$ cat config.mk
export PLATFORM = sky130hd
export DESIGN_NAME = led_blink_breathe_controller_unit
export DESIGN_NICKNAME = d
export VERILOG_FILES = /design/src/rtl/lbb_pkg.sv /design/src/rtl/lbb_cfg_regs.sv /design/src/rtl/led_blink_breathe_controller_unit.sv
export SDC_FILE = /design/constraint.sdc
export NUM_CORES = 1
export LEC_CHECK = 0
export BUFFER_PORTS_ARGS = -buffer_cell sky130_fd_sc_hd__buf_2
export CAP_MARGIN = 10
export CELL_PAD_IN_SITES_DETAIL_PLACEMENT = 1
export CELL_PAD_IN_SITES_GLOBAL_PLACEMENT = 2
export CORE_MARGIN = 2
export CORE_UTILIZATION = 30
export CTS_BUF_LIST = sky130_fd_sc_hd__clkbuf_2 sky130_fd_sc_hd__clkbuf_4 sky130_fd_sc_hd__clkbuf_8
export CTS_CLUSTER_SIZE = 20
export DETAILED_ROUTE_END_ITERATION = 7
export PLACE_DENSITY = 0.72
export SLEW_MARGIN = 20
export SYNTH_ARGS = -nofsm -noshare
export SYNTH_HDL_FRONTEND = slang
export SYNTH_SLANG_ARGS = --single-unit
$ cat constraint.sdc
create_clock -name clk -period 4.4 [get_ports clk]
set_input_delay 0.22 -clock clk [delete_from_list [all_inputs] [get_ports clk]]
set_output_delay 0.22 -clock clk [all_outputs]
set_load 0.02 [all_outputs]
$ cat src/rtl/lbb_pkg.sv
// shared types, codes and constants of the lamp blink and breathe controller
package lbb_pkg;

    // field widths
    localparam int KindW   = 2;
    localparam int CmdW    = 4;
    localparam int ReqW    = 16;
    localparam int LevelW  = 8;
    localparam int PeriodW = 10;
    localparam int AddrW   = 4;
    localparam int DataW   = 32;

    // item kinds carried in tuser
    localparam logic [KindW-1:0] KIND_TICK   = 2'd0;
    localparam logic [KindW-1:0] KIND_CMD    = 2'd1;
    localparam logic [KindW-1:0] KIND_BRIGHT = 2'd2;

    // light commands
    localparam logic [CmdW-1:0] CMD_OFF        = 4'd0;
    localparam logic [CmdW-1:0] CMD_ON         = 4'd1;
    localparam logic [CmdW-1:0] CMD_SLOW_BLINK = 4'd2;
    localparam logic [CmdW-1:0] CMD_FAST_BLINK = 4'd3;
    localparam logic [CmdW-1:0] CMD_FAST_RAMP  = 4'd4;
    localparam logic [CmdW-1:0] CMD_SLOW_RAMP  = 4'd5;

    // active pattern codes
    localparam logic [1:0] PAT_STEADY = 2'd0;
    localparam logic [1:0] PAT_BLINK  = 2'd1;
    localparam logic [1:0] PAT_RAMP   = 2'd2;

    // register indexes (byte address = 4 * index)
    localparam logic [1:0] REG_SLOW_BLINK = 2'd0;
    localparam logic [1:0] REG_FAST_BLINK = 2'd1;
    localparam logic [1:0] REG_FAST_RAMP  = 2'd2;
    localparam logic [1:0] REG_SLOW_RAMP  = 2'd3;

    // register reset values
    localparam logic [PeriodW-1:0] RST_SLOW_BLINK = 10'd500;
    localparam logic [PeriodW-1:0] RST_FAST_BLINK = 10'd100;
    localparam logic [PeriodW-1:0] RST_FAST_RAMP  = 10'd10;
    localparam logic [PeriodW-1:0] RST_SLOW_RAMP  = 10'd30;

    localparam logic [LevelW-1:0] LEVEL_MAX = 8'd255;

    // configured periods handed from the register file to the engine
    typedef struct packed {
        logic [PeriodW-1:0] slow_blink_half_period;
        logic [PeriodW-1:0] fast_blink_half_period;
        logic [PeriodW-1:0] fast_ramp_step_period;
        logic [PeriodW-1:0] slow_ramp_step_period;
    } cfg_t;

endpackage

$ cat src/rtl/lbb_cfg_regs.sv
// apb register file holding the four pattern periods
module lbb_cfg_regs (
    input  logic                     clk,
    input  logic                     rst_n,
    input  logic                     psel,
    input  logic                     penable,
    input  logic                     pwrite,
    input  logic [lbb_pkg::AddrW-1:0] paddr,
    input  logic [lbb_pkg::DataW-1:0] pwdata,
    output logic [lbb_pkg::DataW-1:0] prdata,
    output logic                     pready,
    output lbb_pkg::cfg_t            cfg
);
    import lbb_pkg::*;

    cfg_t       cfg_reg;
    logic       wr_en;
    logic [1:0] idx;

    assign pready = 1'b1;
    assign wr_en  = psel & penable & pwrite;
    assign idx    = paddr[3:2];

    always_ff @(posedge clk or negedge rst_n)
    begin
        if (!rst_n)
        begin
            cfg_reg.slow_blink_half_period <= RST_SLOW_BLINK;
            cfg_reg.fast_blink_half_period <= RST_FAST_BLINK;
            cfg_reg.fast_ramp_step_period  <= RST_FAST_RAMP;
            cfg_reg.slow_ramp_step_period  <= RST_SLOW_RAMP;
        end
        else if (wr_en)
        begin
            case (idx)
                REG_SLOW_BLINK: cfg_reg.slow_blink_half_period <= pwdata[PeriodW-1:0];
                REG_FAST_BLINK: cfg_reg.fast_blink_half_period <= pwdata[PeriodW-1:0];
                REG_FAST_RAMP:  cfg_reg.fast_ramp_step_period  <= pwdata[PeriodW-1:0];
                REG_SLOW_RAMP:  cfg_reg.slow_ramp_step_period  <= pwdata[PeriodW-1:0];
                default: ;
            endcase
        end
    end

    always_comb
    begin
        case (idx)
            REG_SLOW_BLINK: prdata = {{(DataW-PeriodW){1'b0}}, cfg_reg.slow_blink_half_period};
            REG_FAST_BLINK: prdata = {{(DataW-PeriodW){1'b0}}, cfg_reg.fast_blink_half_period};
            REG_FAST_RAMP:  prdata = {{(DataW-PeriodW){1'b0}}, cfg_reg.fast_ramp_step_period};
            REG_SLOW_RAMP:  prdata = {{(DataW-PeriodW){1'b0}}, cfg_reg.slow_ramp_step_period};
            default:        prdata = '0;
        endcase
    end

    assign cfg = cfg_reg;

endmodule

$ cat src/rtl/led_blink_breathe_controller_unit.sv
// top level of the lamp blink and breathe controller
// Lamp level controller. Each input beat is a 1 ms tick, a light command or a
// brightness setting, selected by s_axis_tuser. Commands switch the lamp off,
// on, into slow or fast blink, or into a fast or slow triangle ramp; a blink
// or ramp command is ignored while a pattern of the same kind already runs.
// Each blink or ramp pattern latches its period from the apb registers when it
// starts and then emits a new level every period ticks. The block takes one
// beat per clock while it is not stalled; a result passes the input register
// and then the result register on its way out. The input register can still
// take a beat while a finished result waits for m_axis_tready, and it stalls
// only when both are full. Beats that cause no result (ticks between events,
// brightness settings, ignored commands) produce no output beat.
module led_blink_breathe_controller_unit (
    input  logic                      clk,
    input  logic                      rst_n,
    // input stream
    input  logic                      s_axis_tvalid,
    output logic                      s_axis_tready,
    input  logic [23:0]               s_axis_tdata,  // [3:0] command, [19:4] brightness_request
    input  logic [1:0]                s_axis_tuser,  // [1:0] mode
    // output stream
    output logic                      m_axis_tvalid,
    input  logic                      m_axis_tready,
    output logic [7:0]                m_axis_tdata,  // [7:0] lamp_level
    // configuration port
    input  logic                      psel,
    input  logic                      penable,
    input  logic                      pwrite,
    input  logic [lbb_pkg::AddrW-1:0] paddr,
    input  logic [lbb_pkg::DataW-1:0] pwdata,
    output logic [lbb_pkg::DataW-1:0] prdata,
    output logic                      pready
);
    import lbb_pkg::*;

    cfg_t cfg;

    lbb_cfg_regs u_cfg_regs (
        .clk     (clk),
        .rst_n   (rst_n),
        .psel    (psel),
        .penable (penable),
        .pwrite  (pwrite),
        .paddr   (paddr),
        .pwdata  (pwdata),
        .prdata  (prdata),
        .pready  (pready),
        .cfg     (cfg)
    );

    // input register
    logic                     in_valid_reg;
    logic [KindW-1:0]         kind_reg;
    logic [CmdW-1:0]          cmd_reg;
    logic signed [ReqW-1:0]   req_reg;

    // result register
    logic                     out_valid_reg, out_valid_next;
    logic [LevelW-1:0]        out_level_reg, out_level_next;

    // pattern state
    logic [1:0]               pattern_reg, pattern_next;
    logic                     phase_reg, phase_next;
    logic [PeriodW-1:0]       tick_reg, tick_next;
    logic [PeriodW-1:0]       period_reg, period_next;
    logic [LevelW-1:0]        ramp_reg, ramp_next;
    logic                     falling_reg, falling_next;
    logic [LevelW-1:0]        bright_reg, bright_next;

    logic                     advance;
    logic                     s_accept;

    // the item in the input register moves on when the result slot is free
    // or is being emptied in this same cycle
    assign advance       = in_valid_reg & (~out_valid_reg | m_axis_tready);
    assign s_axis_tready = ~in_valid_reg | advance;
    assign s_accept      = s_axis_tvalid & s_axis_tready;

    assign m_axis_tvalid = out_valid_reg;
    assign m_axis_tdata  = out_level_reg;

    always_ff @(posedge clk or negedge rst_n)
    begin
        if (!rst_n)
        begin
            in_valid_reg <= 1'b0;
        end
        else if (s_accept)
        begin
            in_valid_reg <= 1'b1;
        end
        else if (advance)
        begin
            in_valid_reg <= 1'b0;
        end
    end

    // input payload needs no reset
    always_ff @(posedge clk)
    begin
        if (s_accept)
        begin
            kind_reg <= s_axis_tuser;
            cmd_reg  <= s_axis_tdata[3:0];
            req_reg  <= s_axis_tdata[19:4];
        end
    end

    // tick path helpers
    logic [PeriodW-1:0]       eff_period;
    logic [PeriodW-1:0]       tick_inc;
    logic signed [PeriodW-1:0] step_lvl;

    assign eff_period = (period_reg == '0) ? {{(PeriodW-1){1'b0}}, 1'b1} : period_reg;
    assign tick_inc   = tick_reg + {{(PeriodW-1){1'b0}}, 1'b1};
    // ramp level one step on, widened so that -1 and 256 are visible
    assign step_lvl   = falling_reg
                      ? $signed({2'b00, ramp_reg}) - $signed(10'sd1)
                      : $signed({2'b00, ramp_reg}) + $signed(10'sd1);

    always_comb
    begin
        pattern_next   = pattern_reg;
        phase_next     = phase_reg;
        tick_next      = tick_reg;
        period_next    = period_reg;
        ramp_next      = ramp_reg;
        falling_next   = falling_reg;
        bright_next    = bright_reg;
        out_valid_next = out_valid_reg & ~m_axis_tready;
        out_level_next = out_level_reg;

        if (advance)
        begin
            case (kind_reg)
                KIND_TICK:
                begin
                    // steady lamp ignores ticks
                    if (pattern_reg == PAT_BLINK || pattern_reg == PAT_RAMP)
                    begin
                        if (tick_inc < eff_period)
                        begin
                            tick_next = tick_inc;
                        end
                        else
                        begin
                            tick_next      = '0;
                            out_valid_next = 1'b1;
                            if (pattern_reg == PAT_BLINK)
                            begin
                                phase_next     = ~phase_reg;
                                out_level_next = phase_reg ? '0 : bright_reg;
                            end
                            else
                            begin
                                // bounce at the brightness top and at zero
                                if (step_lvl >= $signed({2'b00, bright_reg}))
                                begin
                                    ramp_next    = bright_reg;
                                    falling_next = 1'b1;
                                end
                                else if (step_lvl <= $signed(10'sd0))
                                begin
                                    ramp_next    = '0;
                                    falling_next = 1'b0;
                                end
                                else
                                begin
                                    ramp_next = step_lvl[LevelW-1:0];
                                end
                                out_level_next = ramp_next;
                            end
                        end
                    end
                end
                KIND_CMD:
                begin
                    case (cmd_reg)
                        CMD_OFF, CMD_ON:
                        begin
                            pattern_next   = PAT_STEADY;
                            phase_next     = 1'b0;
                            tick_next      = '0;
                            out_valid_next = 1'b1;
                            out_level_next = (cmd_reg == CMD_ON) ? bright_reg : '0;
                        end
                        CMD_SLOW_BLINK, CMD_FAST_BLINK:
                        begin
                            // a blink already running keeps going untouched
                            if (pattern_reg != PAT_BLINK)
                            begin
                                pattern_next   = PAT_BLINK;
                                phase_next     = 1'b1;
                                tick_next      = '0;
                                period_next    = (cmd_reg == CMD_SLOW_BLINK)
                                               ? cfg.slow_blink_half_period
                                               : cfg.fast_blink_half_period;
                                out_valid_next = 1'b1;
                                out_level_next = bright_reg;
                            end
                        end
                        CMD_FAST_RAMP, CMD_SLOW_RAMP:
                        begin
                            if (pattern_reg != PAT_RAMP)
                            begin
                                pattern_next   = PAT_RAMP;
                                phase_next     = 1'b0;
                                tick_next      = '0;
                                period_next    = (cmd_reg == CMD_FAST_RAMP)
                                               ? cfg.fast_ramp_step_period
                                               : cfg.slow_ramp_step_period;
                                ramp_next      = '0;
                                falling_next   = 1'b0;
                                out_valid_next = 1'b1;
                                out_level_next = '0;
                            end
                        end
                        default: ;
                    endcase
                end
                KIND_BRIGHT:
                begin
                    // saturate the signed request to 0..255
                    if (req_reg[ReqW-1])
                    begin
                        bright_next = '0;
                    end
                    else if (req_reg[ReqW-2:LevelW] != '0)
                    begin
                        bright_next = LEVEL_MAX;
                    end
                    else
                    begin
                        bright_next = req_reg[LevelW-1:0];
                    end
                end
                default: ;
            endcase
        end
    end

    always_ff @(posedge clk or negedge rst_n)
    begin
        if (!rst_n)
        begin
            pattern_reg   <= PAT_STEADY;
            phase_reg     <= 1'b0;
            tick_reg      <= '0;
            period_reg    <= '0;
            ramp_reg      <= '0;
            falling_reg   <= 1'b0;
            bright_reg    <= '0;
            out_valid_reg <= 1'b0;
        end
        else
        begin
            pattern_reg   <= pattern_next;
            phase_reg     <= phase_next;
            tick_reg      <= tick_next;
            period_reg    <= period_next;
            ramp_reg      <= ramp_next;
            falling_reg   <= falling_next;
            bright_reg    <= bright_next;
            out_valid_reg <= out_valid_next;
        end
    end

    // result payload needs no reset
    always_ff @(posedge clk)
    begin
        out_level_reg <= out_level_next;
    end

endmodule
==> qor.txt, run 1 <==
result of the run: completed
CP Cell Sequence: or4b_4, nor4_1, a31oi_1, xnor2_1, ha_1, a21o_1, or4_1, nor2_1, a22oi_1, o21ai_1
clock tree from TritonCTS: done
Worst Setup Start Kind: register
aggregate global-route resource usage: 15.3%
number of antenna violations at the first check in global routing: 0
kind of cell adding the most delay to the critical path: simple AND/OR/NAND/NOR gates
register bit total from synthesis: 112
die area: 22,100 sq um
type of the worst min-delay path: input port to register
number of buffers inserted by port buffering: 60
commonest cells after routing, fill and taps aside: sky130_fd_sc_hd__dfrtp_1 (67), sky130_fd_sc_hd__buf_2 (59), sky130_fd_sc_hd__mux2_2 (42), sky130_fd_sc_hd__nand2_1 (38), sky130_fd_sc_hd__nor2_1 (38)
layout cells sized above 1: 24.8%
maximum number of pins on one net before global-route repair: 55
unrepaired setup endpoints after global routing: no
detail-routed via count per cell: 5.07
Antenna Violating Nets Remaining: 0
RePlAce Congestion: 0.832
worst supply voltage drop on vdd: 0.000257 V
Routed wire per std cell: 17.7 microns
Placed Area: 6760 sq um
Syn Inst Count: 569
leakage power total: 2.96 nW
max reg flops: 40
buffer depth of the longest clock path: 2
vias in the first global route: 4,962
number of iterations in the first detailed-routing pass: 4
Worst-Skew Late Latency: 0.40 ns
DRC errors left: 0
portion of the post-synthesis area used by sequential elements: 47.4%
final clock skew: 0.0169 ns
wire length of the first global-routing pass: 26.6 mm
fill cell count: 2,271
number of levels the H-tree was split into: 3
CP Buf/Inv Count: 0
Data arrival, critical path: 4.24 ns
cell-internal power: 2.12 mW
top-level I/O count: 112
Avg Inst Size Synth: 11.0 sq um
actual slew at the worst max-slew pin: 1.05 ns
fmax: 0.250 GHz
ys async rst share: 73.2%
most common library cell in the layout ignoring fill and taps: sky130_fd_sc_hd__dfrtp_1
Initial Utilization: 30.8%
placed cell count: 878
Die Y-Extent: 149 microns
horizontal die dimension: 149 microns
final max-slew violation count: 0
clock tree root driver cell: sky130_fd_sc_hd__clkbuf_8
GRT overflow: 0
area inside the core boundary: 20,400 sq um
number of buffers added by the clock tree synthesis step: 9
post-detailed-routing wire length: 16.2 mm
diodes inserted: 0
total design power: 3.47 mW
Setup Fix Bufs, Post-CTS: 0
number of max-cap violations: 0
HPWL Detailed: 11.5 mm
critical path peak fanout: 9
register clock-pin slew on the reported worst setup and hold paths: 0.12 ns
Distinct cells, synth: 67
power density cells: 484 nW/um^2
post-synth design cell area: 6270 sq um
share of total power in sequential cells: 44.5%
DRC marker count from the first detailed-route iteration: 208
sw power: 1.35 mW
synthesis-to-finish area growth: 14.4%
number of resized instances in the post-cts repair step: 0
count of endpoints failing hold in the final timing report: 0
number of enable flip-flop cells after synthesis: 30
ys flop type: sky130_fd_sc_hd__dfrtp_1
synth warn: 0
final critical-path share of the clock period: 90.9%
minimum clock period: 4.00 ns
slowest stage cell, crit path: sky130_fd_sc_hd__or4b_4
critical path start-end classification: register to register
count of placed standard cells in the final layout, fillers left out: 915
required time of the critical path: 4.64 ns
final layout net count: 731
total via count in the routed design: 4,638
Sinks on Clock Net: 112
Worst Setup End Kind: register
combinational fraction of design power: 37.2%
number of setup violations in the final report: 0
Finished Cell Area: 7170 sq um
tightest slew margin relative to the limit: 29.8%
Clock power frac: 18.3%
setup total negative slack: 0 ns
switching share of total power: 38.9%
standard-cell row count: 52
critical path's largest stage delay: 0.63 ns
==> timing repair <==
item / 4_1_cts / 5_1_grt
setup endpoints to repair: 0 / 0
endpoints found under the hold margin: 48 / 0
hold buffers: 21 / 0
==> stage by stage <==
stage	worst slack [ns]	hold slack (ns)	util (%)
global placement	0.503	0.188	33.2
detailed placement	0.522	0.200	33.2
global route	0.175	0.00695	35.2
floorplan	1.00	-0.0756	-
finish	0.401	0.0311	35.2
CTS	0.480	0.0116	35.2
==> path summary, 6_finish.rpt <==
check	startpoint	depth (start not counted)	end	slack (ns)
max	ramp_reg[2]	10	m_axis_tdata[0]	0.40
max in group asynchronous	rst_n	3	period_reg[3]	3.05
max reg2reg	ramp_reg[2]	10	m_axis_tdata[0]	0.40
min in group asynchronous	rst_n	2	bright_reg[4]	0.29
min reg2reg	period_reg[0]	1	period_reg[0]	0.53
min	s_axis_tuser[1]	1	kind_reg[1]	0.03
==> power by group through the flow <==
stage | Sequential (mW) | Combinational (mW) | Clock (mW)
2_1_floorplan | 1.48 | 0.986 | 0
4_1_cts | 1.55 | 1.30 | 0.667
3_3_place_gp | 1.55 | 1.24 | 0
3_5_place_dp | 1.57 | 1.28 | 0
6_report | 1.54 | 1.29 | 0.635
5_1_grt | 1.59 | 1.43 | 0.703
==> cell usage after synthesis (all sizes together), types with 4 or more instances <==
master | number | area [sq um]
nand2b | 8 | 50.1
mux2 | 42 | 473
ha | 22 | 275
a22oi | 6 | 45.0
a221o | 4 | 40.0
o31ai | 12 | 90.1
a22o | 9 | 78.8
mux2i | 11 | 110
or4 | 4 | 30.0
dfrtp | 67 | 1680
a21oi | 27 | 139
clkbuf | 17 | 63.8
o21ai | 18 | 90.1
and3 | 4 | 25.0
nand2 | 38 | 143
inv | 25 | 93.8
buf | 32 | 225
dfstp | 15 | 394
mux4 | 10 | 225
xor2 | 5 | 43.8
and2 | 4 | 25.0
nand3 | 13 | 65.1
nor2 | 38 | 143
nor4 | 6 | 37.5
nor2b | 16 | 100
xnor2 | 12 | 105
a211oi | 12 | 90.1
nor3 | 8 | 40.0
edfxtp | 30 | 901
a31oi | 8 | 62.6
==> logic make-up after synthesis <==
logic type | Yosys count | share of synthesized area [%]
simple gates | 159 | 13.1
flops | 112 | 47.4
compound gates | 120 | 13.5
fa+ha+maj | 22 | 4.39
xor+xnor | 17 | 2.38
mux | 63 | 12.9
buf+inv | 74 | 6.11
other cells | 2 | 0.120
==> cell type report <==
cell class	count	area [sq um]	share of cell area, %
multi-input cells	404	3000	41.9
flip-flops and latches	112	2970	41.5
repair buffers	88	566	7.89
well taps	270	338	4.71
clock buffers	9	124	1.73
inverters	25	93.8	1.31
clock inverters	7	71.3	0.995
==> layer usage <==
metal | vias up | wire, microns | track usage (%)
met2 | 89 | 7880 | 25.6
li1 | 2178 | - | -
met1 | 2356 | 7610 | 20.7
met4 | 0 | 221 | 4.62
met5 | - | 0 | 0
met3 | 15 | 477 | 1.99
No activity file was read; power rests on OpenSTA's default activity.
==> run 2: changes to the inputs <==
--- a/config.mk
+++ b/config.mk
@@ -15,6 +15,9 @@
 export CTS_CLUSTER_SIZE = 20
 export DETAILED_ROUTE_END_ITERATION = 7
 export PLACE_DENSITY = 0.72
+export RECOVER_POWER = 25
+export SETUP_SLACK_MARGIN = 0.1
+export SKIP_CTS_REPAIR_TIMING = 1
 export SLEW_MARGIN = 20
 export SYNTH_ARGS = -nofsm -noshare
 export SYNTH_HDL_FRONTEND = slang
==> qor.txt, run 2 (synthesized netlist as in run 1, its figures left out) <==
horizontal die dimension: 149 microns
Antenna Violating Nets Remaining: 0
share of total power in sequential cells: 44.5%
power density cells: 486 nW/um^2
total via count in the routed design: 4,619
kind of cell adding the most delay to the critical path: simple AND/OR/NAND/NOR gates
HPWL Detailed: 11.5 mm
slowest stage cell, crit path: sky130_fd_sc_hd__or4b_4
switching share of total power: 39.0%
number of setup violations in the final report: 0
CP Cell Sequence: or4b_4, nor4_1, a31oi_1, xnor2_1, ha_1, a21o_1, or4_1, nor2_1, a22oi_1, o21ai_1
wire length of the first global-routing pass: 26.1 mm
number of levels the H-tree was split into: 3
Routed wire per std cell: 17.7 microns
number of buffers added by the clock tree synthesis step: 9
Clock power frac: 18.4%
Finished Cell Area: 7140 sq um
Worst-Skew Late Latency: 0.40 ns
capturing point of the worst reg2reg path: m_axis_tdata[0]
max reg flops: 40
final clock skew: 0.0168 ns
register clock-pin slew on the reported worst setup and hold paths: 0.12 ns
actual slew at the worst max-slew pin: 1.82 ns
DRC marker count from the first detailed-route iteration: 241
flop2flop setup slack: 0.43 ns
Data arrival, critical path: 4.22 ns
maximum number of pins on one net before global-route repair: 55
vias in the first global route: 4,845
number of iterations in the first detailed-routing pass: 5
unrepaired setup endpoints after global routing: no
final layout net count: 730
minimum clock period: 3.97 ns
top-level I/O count: 112
number of cells on the worst reg-to-reg path: 10
CP Buf/Inv Count: 0
number of antenna violations at the first check in global routing: 0
critical path start-end classification: register to register
synthesis-to-finish area growth: 14.0%
worst supply voltage drop on vdd: 0.000257 V
GRT overflow: 0
area inside the core boundary: 20,400 sq um
type of the worst min-delay path: input port to register
fmax: 0.252 GHz
cell-internal power: 2.12 mW
leakage power total: 2.94 nW
setup total negative slack: 0 ns
aggregate global-route resource usage: 15.0%
Die Y-Extent: 149 microns
required time of the critical path: 4.64 ns
result of the run: finished, violations left
Initial Utilization: 30.8%
clock tree root driver cell: sky130_fd_sc_hd__clkbuf_8
buffer depth of the longest clock path: 2
placed cell count: 878
sw power: 1.35 mW
tightest slew margin relative to the limit: -21.3%
Worst Setup End Kind: register
critical path peak fanout: 9
count of endpoints failing hold in the final timing report: 0
Sinks on Clock Net: 112
clock tree from TritonCTS: done
die area: 22,100 sq um
DRC errors left: 0
combinational fraction of design power: 37.2%
Placed Area: 6760 sq um
number of max-cap violations: 1
layout cells sized above 1: 23.9%
instance count on the critical path: 10
post-detailed-routing wire length: 16.2 mm
final critical-path share of the clock period: 90.3%
RePlAce Congestion: 0.832
number of buffers inserted by port buffering: 60
commonest cells after routing, fill and taps aside: sky130_fd_sc_hd__dfrtp_1 (67), sky130_fd_sc_hd__buf_2 (55), sky130_fd_sc_hd__mux2_2 (42), sky130_fd_sc_hd__nand2_1 (38), sky130_fd_sc_hd__nor2_1 (38)
reg2reg start: ramp_reg[2]
end of the critical path: m_axis_tdata[0]
Worst Setup Start Kind: register
detail-routed via count per cell: 5.05
most common library cell in the layout ignoring fill and taps: sky130_fd_sc_hd__dfrtp_1
standard-cell row count: 52
diodes inserted: 0
hold slack: 0.0211 ns
final max-slew violation count: 30
startpoint of the worst setup timing path: ramp_reg[2]
critical path's largest stage delay: 0.63 ns
count of placed standard cells in the final layout, fillers left out: 914
violations in the final reports: capacitance limit, slew limit
## run 2: worst min path at each step
stage | from | end | slack, ns | cells after the start
2_1_floorplan | rst_n | bright_reg[0] | -0.08 | 0
3_3_place_gp | rst_n | bright_reg[5] | 0.19 | 1
3_5_place_dp | rst_n | bright_reg[5] | 0.20 | 1
4_1_cts | rst_n | ramp_reg[5] | -0.25 | 1
5_1_grt | s_axis_tdata[1] | cmd_reg[1] | 0.001 | 1
6_report | s_axis_tdata[1] | cmd_reg[1] | 0.02 | 1
## run 2: per-layer routing
metal / share of wire [%] / global-route usage (%)
met5: 0 / 0
met4: 1.4 / 4.57
met3: 2.1 / 2.06
met2: 49 / 24.8
met1: 48 / 20.5
## run 2: through the flow
step                setup WS (ns)  utilization (%)  power [mW]
finish                      0.427             35.1        3.47
global route                0.175             35.1        3.72
CTS                         0.480             34.2        3.50
detailed placement          0.522             33.2        2.85
global placement            0.503             33.2        2.79
floorplan                    1.00                -        2.46
## run 2: power by group through the flow
stage | Clock, mW | Combinational (mW) | Sequential, mW
detailed placement | 0 | 1.28 | 1.57
global route | 0.703 | 1.43 | 1.59
floorplan | 0 | 0.986 | 1.48
global placement | 0 | 1.24 | 1.55
finish | 0.639 | 1.29 | 1.54
CTS | 0.667 | 1.29 | 1.55
## run 2: area by class of cell
type | count | area, sq um
Timing Repair Buffer | 87 | 543
Sequential cell | 112 | 2970
Multi-Input combinational cell | 404 | 3000
Clock inverter | 7 | 71.3
Tap cell | 270 | 338
Inverter | 25 | 93.8
Clock buffer | 9 | 124
Fill cell | 2278 | 13200
==> run 3: changes to the inputs <==
--- a/config.mk
+++ b/config.mk
@@ -7,14 +7,14 @@
 export LEC_CHECK = 0
 export BUFFER_PORTS_ARGS = -buffer_cell sky130_fd_sc_hd__buf_2
 export CAP_MARGIN = 10
-export CELL_PAD_IN_SITES_DETAIL_PLACEMENT = 1
-export CELL_PAD_IN_SITES_GLOBAL_PLACEMENT = 2
+export CELL_PAD_IN_SITES_DETAIL_PLACEMENT = 0
+export CELL_PAD_IN_SITES_GLOBAL_PLACEMENT = 1
 export CORE_MARGIN = 2
 export CORE_UTILIZATION = 30
 export CTS_BUF_LIST = sky130_fd_sc_hd__clkbuf_2 sky130_fd_sc_hd__clkbuf_4 sky130_fd_sc_hd__clkbuf_8
 export CTS_CLUSTER_SIZE = 20
 export DETAILED_ROUTE_END_ITERATION = 7
-export PLACE_DENSITY = 0.72
+export PLACE_DENSITY = 0.62
 export RECOVER_POWER = 25
 export SETUP_SLACK_MARGIN = 0.1
 export SKIP_CTS_REPAIR_TIMING = 1
==> qor.txt, run 3 (synthesized netlist as in run 1, its figures left out) <==
horizontal die dimension: 149 microns
Clock power frac: 19.8%
final layout net count: 731
aggregate global-route resource usage: 13.9%
HPWL Detailed: 10.6 mm
clock tree root driver cell: sky130_fd_sc_hd__clkbuf_8
Data arrival, critical path: 4.21 ns
standard-cell row count: 52
result of the run: finished, violations left
register clock-pin slew on the reported worst setup and hold paths: 0.12 ns
area inside the core boundary: 20,400 sq um
setup total negative slack: 0 ns
Antenna Violating Nets Remaining: 0
unrepaired setup endpoints after global routing: no
Finished Cell Area: 7180 sq um
diodes inserted: 0
total design power: 3.50 mW
number of buffers inserted by port buffering: 60
wire length of the first global-routing pass: 24.1 mm
area used by sequential logic in the layout: 2970 sq um
vias in the first global route: 4,480
Routed wire per std cell: 16.3 microns
Worst Setup Start Kind: register
final clock skew: 0.00902 ns
sw power: 1.33 mW
total via count in the routed design: 4,521
commonest cells after routing, fill and taps aside: sky130_fd_sc_hd__dfrtp_1 (67), sky130_fd_sc_hd__buf_2 (48), sky130_fd_sc_hd__mux2_2 (42), sky130_fd_sc_hd__nand2_1 (38), sky130_fd_sc_hd__nor2_1 (38)
GRT overflow: 0
top-level I/O count: 112
actual slew at the worst max-slew pin: 1.83 ns
fill cell count: 2,054
Worst Setup End Kind: register
number of antenna violations at the first check in global routing: 0
buffer depth of the longest clock path: 2
layout cells sized above 1: 22.8%
number of buffers added by the clock tree synthesis step: 9
switching share of total power: 38.0%
DRC errors left: 0
number of max-cap violations: 1
Placed Area: 6750 sq um
cell-internal power: 2.17 mW
count of endpoints failing hold in the final timing report: 0
synthesis-to-finish area growth: 14.6%
combinational fraction of design power: 36.0%
worst supply voltage drop on vdd: 0.000207 V
post-detailed-routing wire length: 14.9 mm
final max-slew violation count: 31
number of setup violations in the final report: 0
RePlAce Congestion: 0.823
Worst-Skew Late Latency: 0.41 ns
maximum number of pins on one net before global-route repair: 54
share of total power in sequential cells: 44.1%
required time of the critical path: 4.67 ns
type of the worst min-delay path: input port to register
leakage power total: 2.94 nW
max reg flops: 40
number of levels the H-tree was split into: 3
number of iterations in the first detailed-routing pass: 4
DRC marker count from the first detailed-route iteration: 296
critical path start-end classification: register to register
Initial Utilization: 30.8%
tightest slew margin relative to the limit: -22.2%
detail-routed via count per cell: 4.94
violations in the final reports: capacitance limit, slew limit
minimum clock period: 3.93 ns
clock tree from TritonCTS: done
final critical-path share of the clock period: 89.4%
most common library cell in the layout ignoring fill and taps: sky130_fd_sc_hd__dfrtp_1
area used by multi-input combinational logic: 3010 sq um
fmax: 0.254 GHz
Die Y-Extent: 149 microns
Sinks on Clock Net: 112
die area: 22,100 sq um
power density cells: 487 nW/um^2
critical path peak fanout: 9
[run 3: cell count changes in the layout (fill, tap and decap cells not counted)]
cell,change
sky130_fd_sc_hd__buf_2,-7
sky130_fd_sc_hd__clkbuf_1,+6
sky130_fd_sc_hd__dlygate4sd3_1,+3
sky130_fd_sc_hd__buf_4,-1
sky130_fd_sc_hd__bufinv_16,+1
sky130_fd_sc_hd__inv_4,-1
sky130_fd_sc_hd__nor3b_1,-1
sky130_fd_sc_hd__nor3b_2,+1
[run 3: through the flow]
step / hold slack (ns) / worst slack, ns / utilization, % / cells
after floorplan: -0.0756 / 1.00 / - / 590
after global routing: 0.0321 / 0.210 / 35.3 / 915
after CTS: -0.256 / 0.526 / 34.2 / 892
final: 0.0276 / 0.469 / 35.3 / 915
after detailed placement: 0.194 / 0.559 / 33.1 / 876
after global placement: 0.199 / 0.580 / 33.1 / 876
[run 3: final cells by class]
type	count	share of cell area [%]
tap	270	4.70
multi-input combinational	404	41.9
clock buffer	9	1.72
timing repair buffer	88	7.70
clock inverter	7	1.32
inverter	25	1.31
sequential	112	41.4
[run 3: metal layers]
layer  share of wire [%]  GRT usage, %
met1                  48          18.9
met2                  47          22.8
met3                 3.6          2.06
met4                 1.4          4.76
met5                   0             0
[run 3: path summary, 6_finish.rpt]
path	endpoint	cells past startpoint	start	slack [ns]
min in group asynchronous	bright_reg[3]	2	rst_n	0.83
max in group asynchronous	u_cfg_regs.cfg[33]	3	rst_n	2.04
min	in_valid_reg	2	s_axis_tvalid	0.03
max	m_axis_tdata[1]	12	ramp_reg[0]	0.47
min reg2reg	tick_reg[9]	2	tick_reg[9]	0.53
max reg2reg	m_axis_tdata[1]	12	ramp_reg[0]	0.47
[run 3: worst max-delay path: stages, from the launching register on]
cell and delay [ns]:
sky130_fd_sc_hd__dfrtp_1 0.49, sky130_fd_sc_hd__inv_1 0.15, sky130_fd_sc_hd__ha_1 0.30, sky130_fd_sc_hd__nor4bb_1 0.34
sky130_fd_sc_hd__a31oi_1 0.10, sky130_fd_sc_hd__xnor2_1 0.41, sky130_fd_sc_hd__ha_1 0.21, sky130_fd_sc_hd__and4_1 0.24
sky130_fd_sc_hd__nand3_1 0.10, sky130_fd_sc_hd__a311o_1 0.36, sky130_fd_sc_hd__a31oi_2 0.50, sky130_fd_sc_hd__a21o_1 0.39
sky130_fd_sc_hd__a22o_1 0.22
[run 3: power groups by stage]
stage               combinational (mW)  clock [mW]  sequential [mW]
finish                            1.26       0.694             1.54
floorplan                        0.986           0             1.48
detailed placement                1.25           0             1.57
global route                      1.41       0.752             1.58
global placement                  1.22           0             1.55
CTS                               1.25       0.719             1.54
